<file path="config.mk">
export PLATFORM = sky130hd
export DESIGN_NAME = assembler_token_lexer_unit
export DESIGN_NICKNAME = d
export VERILOG_FILES = /design/src/atl_pkg.sv /design/src/assembler_token_lexer_unit.sv
export SDC_FILE = /design/constraint.sdc
export NUM_CORES = 1
export LEC_CHECK = 0
export ABC_CLOCK_PERIOD_IN_PS = 5000
export BUFFER_PORTS_ARGS = -buffer_cell sky130_fd_sc_hd__clkbuf_2
export CAP_MARGIN = 20
export CORE_ASPECT_RATIO = 0.5
export CORE_UTILIZATION = 50
export CTS_BUF_LIST = sky130_fd_sc_hd__clkbuf_2 sky130_fd_sc_hd__clkbuf_4 sky130_fd_sc_hd__clkbuf_8
export DETAILED_ROUTE_END_ITERATION = 8
export GPL_ROUTABILITY_DRIVEN = 0
export PLACE_DENSITY = 0.76
export SETUP_SLACK_MARGIN = 0.5
export SLEW_MARGIN = 40
export SYNTH_ARGS = -nofsm -noshare
export SYNTH_HDL_FRONTEND = slang
export SYNTH_SLANG_ARGS = --single-unit
</file>
<file path="constraint.sdc">
create_clock -name clock -period 5 [get_ports clock]
set_clock_uncertainty 0.15 [all_clocks]
set_input_delay 1.5 -clock clock [delete_from_list [all_inputs] [get_ports clock]]
set_output_delay 1.5 -clock clock [all_outputs]
set_load 0.1 [all_outputs]
</file>
<file path="src/atl_pkg.sv">
// Package for the assembler token lexer: item structs, token and result codes,
// lexer mode enum and character class helpers. No dependencies.
`timescale 1ns / 1ps
`default_nettype none
package atl_pkg;

   localparam int MaxTextDefault = 127;
   localparam int ResultSlots = 3;

   localparam logic [7:0] ChNewline = 8'h0a;
   localparam logic [7:0] ChDollar = 8'h24;
   localparam logic [7:0] ChSemi = 8'h3b;
   localparam logic [7:0] ChComma = 8'h2c;
   localparam logic [7:0] ChAt = 8'h40;
   localparam logic [7:0] ChPlus = 8'h2b;
   localparam logic [7:0] ChMinus = 8'h2d;
   localparam logic [7:0] ChDot = 8'h2e;
   localparam logic [7:0] ChColon = 8'h3a;
   localparam logic [7:0] ChQuote = 8'h27;
   localparam logic [7:0] ChUnder = 8'h5f;

   typedef enum logic [1:0] {
      KIND_TEXT = 2'd0,
      KIND_DONE = 2'd1,
      KIND_EOL  = 2'd2
   } result_kind_type;

   typedef enum logic [3:0] {
      TOK_IDENT  = 4'd0,
      TOK_DIR    = 4'd1,
      TOK_DEC    = 4'd2,
      TOK_HEX    = 4'd3,
      TOK_LABEL  = 4'd4,
      TOK_COMMA  = 4'd5,
      TOK_PLUS   = 4'd6,
      TOK_MINUS  = 4'd7,
      TOK_AT     = 4'd8,
      TOK_STRING = 4'd9
   } token_type_type;

   typedef enum logic [2:0] {
      MODE_TOP     = 3'd0,
      MODE_IDENT   = 3'd1,
      MODE_DIR     = 3'd2,
      MODE_DEC     = 3'd3,
      MODE_HEX     = 3'd4,
      MODE_STRING  = 3'd5,
      MODE_COMMENT = 3'd6
   } lexer_mode_type;

   typedef struct packed {
      logic [7:0] in_char;
      logic       at_end;
   } req_type;

   typedef struct packed {
      logic [1:0] result_kind;
      logic [7:0] text_char;
      logic [3:0] token_type;
      logic [6:0] token_length;
      logic       last;
   } rsp_type;

   function automatic logic [7:0] fold_upper(input logic [7:0] c);
      logic [7:0] u;
      u = c;
      if (c >= 8'h61 && c <= 8'h7a) begin
         u = c - 8'd32;
      end
      return u;
   endfunction

   function automatic logic is_alpha(input logic [7:0] u);
      return (u >= 8'h41) && (u <= 8'h5a);
   endfunction

   function automatic logic is_digit(input logic [7:0] u);
      return (u >= 8'h30) && (u <= 8'h39);
   endfunction

   function automatic logic is_hex(input logic [7:0] u);
      return is_digit(u) || ((u >= 8'h41) && (u <= 8'h46));
   endfunction

endpackage
`default_nettype wire

</file>
<file path="src/assembler_token_lexer_unit.sv">
// Assembler token lexer top level: character decode, lexer mode register and a
// three-entry result buffer draining one item per unstalled cycle. Depends on atl_pkg.
`timescale 1ns / 1ps
`default_nettype none
//  channel  direction  payload   handshake
//  req      in         req_type  req_valid / req_stall
//  rsp      out        rsp_type  rsp_valid / rsp_stall
//
//  One character item is decoded in the cycle it is accepted; its zero to three
//  results land in the result buffer and leave one per unstalled cycle from the next
//  cycle on. A character with one result or none sustains one item per unstalled
//  cycle; with two or three results the buffer drain sets the pace.
//  Synchronous reset clears the lexer mode, the text count and the buffer fill.
//  req_stall is high while the buffer holds more than the result leaving this cycle.
module assembler_token_lexer_unit import atl_pkg::*; #(
   parameter int MAX_TEXT = MaxTextDefault
) (
   input  wire logic    clock,
   input  wire logic    reset,
   input  wire logic    req_valid,
   output logic         req_stall,
   input  wire req_type req_data,
   output logic         rsp_valid,
   input  wire logic    rsp_stall,
   output rsp_type      rsp_data
);

   localparam int CW = $clog2(MAX_TEXT + 1);
   localparam logic [CW-1:0] MaxCount = CW'(MAX_TEXT);
   localparam logic [CW-1:0] OneCount = CW'(1);

   lexer_mode_type mode_ff, mode_in;
   logic [CW-1:0]  count_ff, count_in;
   rsp_type        slot_ff [ResultSlots];
   rsp_type        slot_in [ResultSlots];
   logic [1:0]     fill_ff, fill_in;

   logic       accept, pop;
   logic [7:0] c, u;
   logic       at_end;
   logic       stay, label_done, fin_a, again, eol_a, has_room;
   logic [7:0] keep_char;
   token_type_type type_a;
   logic       single;
   token_type_type single_type;

   assign pop       = rsp_valid && !rsp_stall;
   assign req_stall = !((fill_ff == 2'd0) || ((fill_ff == 2'd1) && pop));
   assign accept    = req_valid && !req_stall;
   assign rsp_valid = (fill_ff != 2'd0);
   assign rsp_data  = slot_ff[0];

   assign c        = req_data.in_char;
   assign at_end   = req_data.at_end;
   assign u        = fold_upper(c);
   assign has_room = (count_ff < MaxCount);

   // decode current mode against the character
   always_comb begin
      stay       = 1'b0;
      label_done = 1'b0;
      fin_a      = 1'b0;
      again      = 1'b0;
      eol_a      = 1'b0;
      type_a     = TOK_IDENT;
      keep_char  = u;
      case (mode_ff)
         MODE_IDENT: begin
            type_a = TOK_IDENT;
            if (!at_end && (is_alpha(u) || is_digit(u) || u == ChUnder)) begin
               stay = 1'b1;
            end else if (!at_end && u == ChColon) begin
               fin_a      = 1'b1;
               label_done = 1'b1;
               type_a     = TOK_LABEL;
            end else begin
               fin_a = 1'b1;
               again = 1'b1;
            end
         end
         MODE_DIR: begin
            type_a = TOK_DIR;
            stay   = !at_end && is_alpha(u);
            fin_a  = !stay;
            again  = !stay;
         end
         MODE_DEC: begin
            type_a = TOK_DEC;
            stay   = !at_end && is_digit(u);
            fin_a  = !stay;
            again  = !stay;
         end
         MODE_HEX: begin
            type_a = TOK_HEX;
            stay   = !at_end && is_hex(u);
            fin_a  = !stay;
            again  = !stay;
         end
         MODE_STRING: begin
            type_a    = TOK_STRING;
            keep_char = c;
            if (at_end) begin
               fin_a = 1'b1;
               again = 1'b1;
            end else if (c == ChQuote) begin
               fin_a      = 1'b1;
               label_done = 1'b1;
            end else begin
               stay = 1'b1;
            end
         end
         MODE_COMMENT: begin
            eol_a = at_end;
         end
         default: begin
            again = 1'b1;
         end
      endcase
   end

   always_comb begin
      single      = 1'b1;
      single_type = TOK_PLUS;
      case (u)
         ChPlus:  single_type = TOK_PLUS;
         ChMinus: single_type = TOK_MINUS;
         ChAt:    single_type = TOK_AT;
         ChComma: single_type = TOK_COMMA;
         default: single = 1'b0;
      endcase
   end

   // next lexer state
   always_comb begin
      mode_in  = mode_ff;
      count_in = count_ff;
      if (accept) begin
         if (stay) begin
            if (has_room) begin
               count_in = count_ff + OneCount;
            end
         end else if (label_done || eol_a) begin
            mode_in  = MODE_TOP;
            count_in = '0;
         end else if (again) begin
            mode_in  = MODE_TOP;
            count_in = '0;
            if (at_end || u == ChNewline) begin
               mode_in = MODE_TOP;
            end else if (is_alpha(u)) begin
               mode_in  = MODE_IDENT;
               count_in = OneCount;
            end else if (is_digit(u)) begin
               mode_in  = MODE_DEC;
               count_in = OneCount;
            end else if (u == ChDot) begin
               mode_in  = MODE_DIR;
               count_in = OneCount;
            end else if (u == ChDollar) begin
               mode_in = MODE_HEX;
            end else if (u == ChSemi) begin
               mode_in = MODE_COMMENT;
            end else if (u == ChQuote) begin
               mode_in = MODE_STRING;
            end
         end
      end
   end

   // results and buffer
   always_comb begin
      rsp_type    r [ResultSlots];
      logic [1:0] n;
      rsp_type    blank;
      blank = '0;
      n     = 2'd0;
      for (int i = 0; i < ResultSlots; i++) begin
         r[i] = blank;
      end
      if (stay && has_room) begin
         r[n].result_kind = KIND_TEXT;
         r[n].text_char   = keep_char;
         n = n + 2'd1;
      end
      if (fin_a) begin
         r[n].result_kind  = KIND_DONE;
         r[n].token_type   = type_a;
         r[n].token_length = 7'(count_ff);
         n = n + 2'd1;
      end
      if (eol_a) begin
         r[n].result_kind = KIND_EOL;
         n = n + 2'd1;
      end
      if (again) begin
         if (at_end || u == ChNewline) begin
            r[n].result_kind = KIND_EOL;
            n = n + 2'd1;
         end else if (is_alpha(u) || is_digit(u) || u == ChDot || single) begin
            r[n].result_kind = KIND_TEXT;
            r[n].text_char   = u;
            n = n + 2'd1;
            if (single && n != 2'd3) begin
               r[n].result_kind  = KIND_DONE;
               r[n].token_type   = single_type;
               r[n].token_length = 7'd1;
               n = n + 2'd1;
            end
         end
      end
      if (n != 2'd0) begin
         r[n - 2'd1].last = 1'b1;
      end

      fill_in = fill_ff;
      for (int i = 0; i < ResultSlots; i++) begin
         slot_in[i] = slot_ff[i];
      end
      if (accept) begin
         fill_in = n;
         for (int i = 0; i < ResultSlots; i++) begin
            slot_in[i] = r[i];
         end
      end else if (pop) begin
         fill_in = fill_ff - 2'd1;
         for (int i = 0; i < ResultSlots - 1; i++) begin
            slot_in[i] = slot_ff[i + 1];
         end
      end
   end

   always_ff @(posedge clock) begin
      if (reset) begin
         mode_ff  <= MODE_TOP;
         count_ff <= '0;
         fill_ff  <= 2'd0;
      end else begin
         mode_ff  <= mode_in;
         count_ff <= count_in;
         fill_ff  <= fill_in;
      end
   end

   always_ff @(posedge clock) begin
      for (int i = 0; i < ResultSlots; i++) begin
         slot_ff[i] <= slot_in[i];
      end
   end

endmodule
`default_nettype wire
</file>
# Word level (Yosys, flattened, before mapping)
# Memory sizes are Yosys's and may differ from the RTL's.
# Cells that the tools add are included.
# op_classes
add_sub_neg,8
order_cmp,18
n_eq_ne,21
n_mux,92
bitwise,6
reduce_logical,42
# ops
cell,n
66-bit bitwise mux,11
66-bit 2-to-1 mux,7
22-bit demux with 2-bit select,10
22-bit 2-to-1 mux,5
44-bit 2-to-1 mux,2
"8-bit by 6-bit equality test with 1-bit output, second input constant",9
8-bit 2-to-1 mux,5
3-bit 2-to-1 mux,11
7-bit 2-to-1 mux,4
"8-bit by 7-bit <= comparator with 1-bit output, second input constant",3
12-bit 2-to-1 mux,2
1-bit 2-to-1 mux,20
20-bit 2-to-1 mux,1
4-bit one-hot mux with 5 select lines,1
1-bit logical AND,19
"8-bit by 7-bit equality test with 1-bit output, second input constant",2
"8-bit by 7-bit >= comparator with 1-bit output, second input constant",2
2-bit 2-to-1 mux,8
"3-bit >= comparator, second input constant",5
"3-bit by 1-bit < comparator with 1-bit output, second input constant",5
2-bit inverter with 3-bit output,5
4-bit one-hot mux with 3 select lines,1
1-bit one-hot mux with 5 select lines,2
"3-bit equality test, second input constant",3
23 further kinds,44
# totals
ff_bits,12
ramBits,66
inputBits,13
output_inout_bits,24
elab_cells,191
memories,1
# mem_list
memory,words,word_bits,read_ports,rd_ports_with_merged_regs,write_ports,line,source
slot_ff,3,22,3,0,3,assembler_token_lexer_unit.sv:34,rsp_type slot_ff [ResultSlots];

# Longest topological paths before layout
# Gate-level depths: netlist of the first run.
# depth
ltp_word,35
mapped_depth,18
depth_no_buf,17

# Worst setup path after synthesis of the first run
# Ideal clock, no wire load.
# synth_timing
kind,input to register
start,in rsp_stall
end,mem slot_ff[0][0] (netlist bit) (enable)
setup_time_ps,803
arrival_time_ps,5574
required_time_ps,4047
path_slack_ps,-1527
stages,7
n_path_buf,3
path_cell_list,inv_1 > a21oi_1 > nand2b_1 > clkbuf_1 > clkbuf_1 > clkbuf_1 > o21ai_0
# synth_lines
element,line,source
"start, declared",assembler_token_lexer_unit.sv:24,"input wire logic rsp_stall,"
"end, declared",assembler_token_lexer_unit.sv:34,

# Final worst setup path of the first run
# layout_timing
start,in req_data[6] (netlist bit)
end,reg fill_ff[1]
# layout_between
elab_chain_cells,24
word_cells_on_any_way,64
cone_classes,5 x add/sub; 7 x order compare; 10 x eq/ne; 21 x mux; 21 x reduce/logical
# layout_rtl
element,line,source
"start, declared",assembler_token_lexer_unit.sv:22,"input wire req_type req_data,"
branches (longest 22 deep; another with 8-bit by 7-bit >= comparator with 1-bit output),--,
2-bit 2-to-1 mux (*),assembler_token_lexer_unit.sv:195,if (again) begin
2-bit 2-to-1 mux (*),assembler_token_lexer_unit.sv:219,if (accept) begin
"end signal, assigned",assembler_token_lexer_unit.sv:240,fill_ff <= fill_in;
"end, declared",assembler_token_lexer_unit.sv:36,"logic [1:0] fill_ff, fill_in;"
# Every way passes the cells marked *.
# A chain may end at the register's enable or synchronous reset.

==> flow_summary.yaml, run 1 <==
run_status:
  status: "complete, no violations"
global_routing:
  antenna_found_initial: 0
  track_usage: 0.254
  grt_pass1_vias: 3448
  grt_first_pass_wirelength_um: 17700
  grt_max_degree: 41
  grt.overflow.total: 0
yosys:
  synthCells: 451
  synth_area_leaders: "edfxtp_1 40%, dfxtp_1 5.4%, buf_4 4.1%, nand2_1 3.9%, nor2_1 3.8%"
  yosysWarnings: 0
  synth_common_cells: "59 x edfxtp_1, 46 x nand2_1, 45 x nor2_1"
  yosysSeqAreaShare: 0.453
  synth_edf_count: 59
  synthArstFlopShare: 0
  yosysTopAreaCellShare: 0.399
  ys.flop_type: "edfxtp_1"
  yosysMostFrequentCell: "edfxtp_1"
  synth-seq-cells: 71
  synth_largest_area_cell: "edfxtp_1"
  synth_cell_type_count: 73
  netlist_area_mm2: 0.00444
  avgSynthCellArea_um2: 9.85
timing:
  max_freq_mhz: 202
  slew_violations: 0
  hold_violations: 0
  worst_slew_pin_slew_ns: 0.922
  slew_headroom: 0.382
  period_minus_slack_ns: 4.96
  fin_crit_sh: 0.992
  grt_setup_unrepaired: "yes"
  finalSetupViolCount: 0
floorplan:
  die_x_um: 135
  rows: 23
  design.die.area_mm2: 0.00928
  start_util: 0.536
  core_mm2: 0.00829
  die_h_um: 68.6
  io_pins: 37
power_and_ir_drop:
  p_sw_frac: 0.455
  clockPowerShare: 0.197
  p_switching_uw: 1090
  irDropWorstVdd_mv: 0.350
  p_comb_frac: 0.438
  intPower_uw: 1310
  power_density_mw_per_mm2: 431
  leakage_uw: 0.00215
  p_total_uw: 2400
  seq_power_share: 0.365
clock_tree:
  clkSinkCount: 71
  cts_buffer_depth: 2
  tritoncts: "yes"
  cts-root-buf: "clkbuf_8"
  clkTransAtPathRegs_ns: 0.08
  clock_latency_ns: 0.35
  htree_levels: 3
  cts-buffers-inserted: 9
setup_path:
  r2r_start: "mode_ff[2]"
  cp-startpoint: "req_data[6]"
  cp_slowest_cell: "fa_2"
  startpoint_type: "input pin"
  endpoint_kind: "flip-flop"
  crit_arrival_ns: 5.06
  cp_max_fo: 3
  worstSetupPathType: "input pin to flip-flop"
  path_cells: "buf_8, inv_6, ha_4, and3b_2, o311a_4, nor4b_4, a21oi_2, a311oi_1, and3_4, fa_2, inv_2, o21a_1, a211o_1, o211ai_1, a21oi_2, nor2_2, buf_4, o21ba_4"
  cp_common_cell: "a21oi_2"
  crit_family: "compound AO/OA/AOI/OAI gates"
  r2r_slack_ns: 0.90
  reg2reg_depth: 15
  timing.critical_path.buf_inv: 4
  crit_required_ns: 5.10
  rr_endpoint: "fill_ff[1]"
  slowest_delay_ns: 0.46
drt:
  vias_per_cell: 5.93
  drc: 0
  wl_um: 11700
  drtIter0Drc: 396
  firstDrtPassIters: 5
  via_count: 3765
  wire_per_inst_um: 18.4
  antenna_left: 0
cells_and_area:
  fin_util: 0.671
  drive_gt1_frac: 0.361
  final_cells: 635
  diodes: 0
  syn2layout_area_growth_pct: 25.3
  fin_nets: 544
  n_fill_cell: 621
placement:
  hpwl_um: 7650
  placed_cells: 607
  io_buffers: 36
worst_hold_path:
  worstHoldStart: "slot_ff[0][62]"
  min_path_type: "flip-flop to flip-flop"
  min_to: "slot_ff[0][40]"
  min_path_cells: 2
run:
  maxCapViolations: 0
metal layers:
layer,share of wire,up-vias,GRT usage
met1,0.44,1787,0.351
met3,0.083,20,0.0490
li1,-,1757,-
met5,0,-,0
met2,0.46,201,0.404
met4,0.012,0,0.0857
registers in the layout (all words and copies together) (netlist names):
signal / flops
slot_ff: 59
fill_ff: 2
count_ff: 7
mode_ff: 3
cell families (layout without fill, tap and decap cells):
group | after synthesis | after routing | synth area share
AO/OA/AOI/OAI | 109 | 109 | 0.188
XOR/XNOR | 7 | 7 | 0.0138
adder cells (fa/ha/maj) | 13 | 13 | 0.0383
buffers and inverters | 68 | 134 | 0.0809
flip-flops | 71 | 71 | 0.453
multiplexers | 7 | 7 | 0.0163
other | 1 | 7 | 0.000844
AND/OR/NAND/NOR | 175 | 175 | 0.209
worst reg2reg max path: stages, from the launching register on:
cell and delay [ns]:
dfxtp_1 0.58, nand2b_1 0.17, o21ai_0 0.43, o21ai_0 0.28, a21oi_2 0.22, a311oi_1 0.07, and3_4 0.23, fa_2 0.56
inv_2 0.07, ha_4 0.28, a211o_1 0.14, o211ai_1 0.17, a21oi_2 0.25, nor2_2 0.07, buf_4 0.15, o21ba_4 0.18
layout make-up:
cell class / count / area (um^2) / share of cell area
Sequential cell: 71 / 2010 / 0.362
Clock inverter: 5 / 56.3 / 0.0101
Multi-Input combinational cell: 318 / 2440 / 0.438
Tap cell: 112 / 140 / 0.0252
Clock buffer: 11 / 145 / 0.0261
Inverter: 20 / 82.6 / 0.0148
Timing Repair Buffer: 98 / 692 / 0.124
worst max-delay path by stage:
| stage | to | cells after the start |
|---|---|---|
| 2_1_floorplan | slot_ff[0][22] | 16 |
| 3_3_place_gp | slot_ff[0][22] | 17 |
| 3_5_place_dp | slot_ff[0][22] | 17 |
| 4_1_cts | slot_ff[0][22] | 17 |
| 5_1_grt | slot_ff[0][22] | 17 |
| 6_report | fill_ff[1] | 18 |
cells in the final DEF (no fill, tap or decap), drive strengths merged, types with 6 or more instances in the layout:
master / instances
conb: 7
inv: 21
buf: 64
nand3: 11
a31oi: 6
nor3: 14
clkbuf: 45
xnor2: 7
nand2: 47
nor2: 47
dfxtp: 12
and3: 12
a21oi: 30
o21ai: 23
ha: 12
a22o: 13
edfxtp: 59
metrics by stage:
step	instance area [um^2]	hold slack, ns	worst slack (ns)	setup TNS [ns]
2_1_floorplan	4580	0.321	-0.0851	-0.402
3_3_place_gp	4980	0.350	-0.200	-1.86
3_5_place_dp	4980	0.358	-0.311	-4.23
4_1_cts	5430	0.377	0.182	0
5_1_grt	5570	0.408	-0.125	-0.321
6_report	5570	0.380	0.0380	0
power by group through the flow:
| stage | Sequential [uW] | Clock (uW) | Combinational [uW] |
|---|---|---|---|
| after floorplan | 877 | 0 | 898 |
| after global placement | 883 | 0 | 981 |
| after detailed placement | 889 | 0 | 997 |
| after CTS | 875 | 471 | 1030 |
| after global routing | 889 | 493 | 1100 |
| final | 875 | 473 | 1050 |
what timing repair did:
action                     CTS  global route
gates cloned                 0             0
setup endpoints to repair   37            44
gates resized for setup     43            24
buffers inserted             8             4
pin swaps                   22            22
hold endpoints to repair     0             0
hold buffers                 0             0
No activity file was read; power rests on OpenSTA's default activity.
==> inputs of run 2 (changes only) <==
Settings changed: ABC_AREA set to 1, CTS_BUF_LIST sky130_fd_sc_hd__clkbuf_2 sky130_fd_sc_hd__clkbuf_4 sky130_fd_sc_hd__clkbuf_8 to not set, GPL_ROUTABILITY_DRIVEN 0 to not set.
==> flow_summary.yaml, run 2 <==
timing:
  grt_setup_unrepaired: "yes"
  finalSetupViolCount: 0
  period_minus_slack_ns: 4.61
  max_freq_mhz: 217
  hold_violations: 0
  slew_violations: 0
  worst_slew_pin_slew_ns: 0.676
  slew_headroom: 0.544
  fin_crit_sh: 0.923
yosys:
  synth_common_cells: "165 x nand2_1, 62 x nor2_1, 60 x inv_1"
  synth_edf_count: 59
  netlist_area_mm2: 0.00460
  yosysWarnings: 0
  synth_largest_area_cell: "edfxtp_1"
  avgSynthCellArea_um2: 7.84
  ys.flop_type: "edfxtp_1"
  synth-seq-cells: 71
  synthCells: 587
  synth_cell_type_count: 38
  synth_area_leaders: "edfxtp_1 38%, nand2_1 13%, dfxtp_1 5.2%, nor2_1 5.1%, inv_1 4.9%"
  yosysMostFrequentCell: "nand2_1"
  synthArstFlopShare: 0
  yosysSeqAreaShare: 0.437
  yosysTopAreaCellShare: 0.385
drt:
  via_count: 4100
  firstDrtPassIters: 5
  drtIter0Drc: 314
  wire_per_inst_um: 14.5
  antenna_left: 0
  drc: 0
  wl_um: 11400
  vias_per_cell: 5.24
floorplan:
  rows: 24
  die_x_um: 138
  die_h_um: 69.9
  design.die.area_mm2: 0.00962
  start_util: 0.522
  core_mm2: 0.00883
  io_pins: 37
setup_path:
  crit_family: "simple AND/OR/NAND/NOR gates"
  cp_common_cell: "nand2_1"
  endpoint_kind: "flip-flop"
  worstSetupPathType: "input pin to flip-flop"
  timing.critical_path.buf_inv: 6
  startpoint_type: "input pin"
  r2r_start: "mode_ff[2]"
  r2r_slack_ns: 1.54
  cp_max_fo: 5
  crit_required_ns: 4.94
  cp_slowest_cell: "fa_2"
  slowest_delay_ns: 0.58
  cp-startpoint: "req_data[1]"
  crit_arrival_ns: 4.55
placement:
  io_buffers: 36
  gp_congestion: 0.966
  dpl_cell_area_mm2: 0.00518
  hpwl_um: 8050
cells_and_area:
  syn2layout_area_growth_pct: 26.2
  n_fill_cell: 755
  largest_reg_flops: 59
  reg.largest.list: "slot_ff: 59 flops, count_ff: 7 flops, mode_ff: 3 flops"
  top_register: "slot_ff"
  mostFrequentLayoutCells: "145 x nand2_1, 59 x edfxtp_1, 58 x buf_4"
  final_common_cell: "nand2_1"
  fin_nets: 687
  seq_area_mm2: 0.00201
  diodes: 0
  stdcell_area_mm2: 0.00581
  multi_input_area_mm2: 0.00243
  drive_gt1_frac: 0.309
global_routing:
  antenna_found_initial: 0
  grt.busiest_layer: "met2"
  grt_max_degree: 45
  grt_first_pass_wirelength_um: 18600
  grt_util_met3: 0.0625
  grt_pass1_vias: 3921
  grtUsageMet2: 0.390
  track_usage: 0.254
  grt.overflow.total: 0
  grtUsageMet1: 0.356
worst_hold_path:
  worstHoldStart: "slot_ff[0][37]"
  min_path_type: "flip-flop to flip-flop"
run_status:
  status: "complete, no violations"
clock_tree:
  tritoncts: "yes"
  clock_latency_ns: 0.34
  cts_buffer_depth: 2
  cts-root-buf: "clkbuf_16"
  cts-buffers-inserted: 9
  cts_hold_buf: 0
  htree_levels: 3
  clkSinkCount: 71
  clkTransAtPathRegs_ns: 0.06
power_and_ir_drop:
  p_total_uw: 2660
  leakage_uw: 0.00260
  power_density_mw_per_mm2: 459
  irDropWorstVdd_mv: 0.456
run:
  maxCapViolations: 0
[run 2: through the flow]
step,setup WS (ns),util,hold WS [ns],cells,TNS [ns]
5_1_grt,0.170,0.658,0.384,783,0
3_3_place_gp,-0.00903,0.586,0.349,752,-0.00903
3_5_place_dp,-0.116,0.587,0.353,752,-0.350
6_report,0.387,0.658,0.365,783,0
2_1_floorplan,0.163,-,0.330,593,0
4_1_cts,0.398,0.633,0.366,777,0
[run 2: worst paths after layout]
path | to | cells after the start
worst max-delay path | slot_ff[0][22] | 32
worst min-delay path | slot_ff[0][15] | 2
worst max register to register | slot_ff[0][22] | 21
worst min register to register | slot_ff[0][15] | 2
[run 2: cell type report]
| cell class | count | share of cell area |
|---|---|---|
| multi-input combinational | 419 | 0.418 |
| tap | 117 | 0.0252 |
| clock buffer | 10 | 0.0394 |
| clock inverter | 6 | 0.00603 |
| inverter | 67 | 0.0487 |
| timing repair buffer | 93 | 0.116 |
| sequential | 71 | 0.346 |
[run 2: what timing repair did]
action,4_1_cts,5_1_grt
pin swaps,18,33
setup endpoints to repair,30,42
cloned,0,0
gates resized for setup,22,49
buffers inserted,9,6
hold endpoints to repair,0,0
[run 2: cell families after synthesis]
| logic type | count (synthesis) | synth area share |
|---|---|---|
| AO/OA/AOI/OAI | 51 | 0.0601 |
| XOR/XNOR | 2 | 0.00381 |
| adder cells (fa/ha/maj) | 13 | 0.0370 |
| buffers and inverters | 103 | 0.105 |
| flip-flops | 71 | 0.437 |
| other | 1 | 0.000814 |
| AND/OR/NAND/NOR | 346 | 0.356 |
[run 2: metal layers]
layer / up-vias / wire [um]
met5: - / 0
met4: 0 / 102
met3: 10 / 612
met2: 120 / 5340
met1: 1919 / 5330
li1: 2051 / -
[run 2: tightest hold or removal path, delay by kind of cell (launching register included)]
family | cells | cell delay [ns]
flip-flops | 1 | 0.32
AND/OR/NAND/NOR | 2 | 0.10
[run 2: where the power goes]
group          leakage (uW)  switching (uW)  internal, uW
clock network      0.000130             240           333
registers          0.000689            47.7           846
logic               0.00178             952           246
total               0.00260            1240          1420
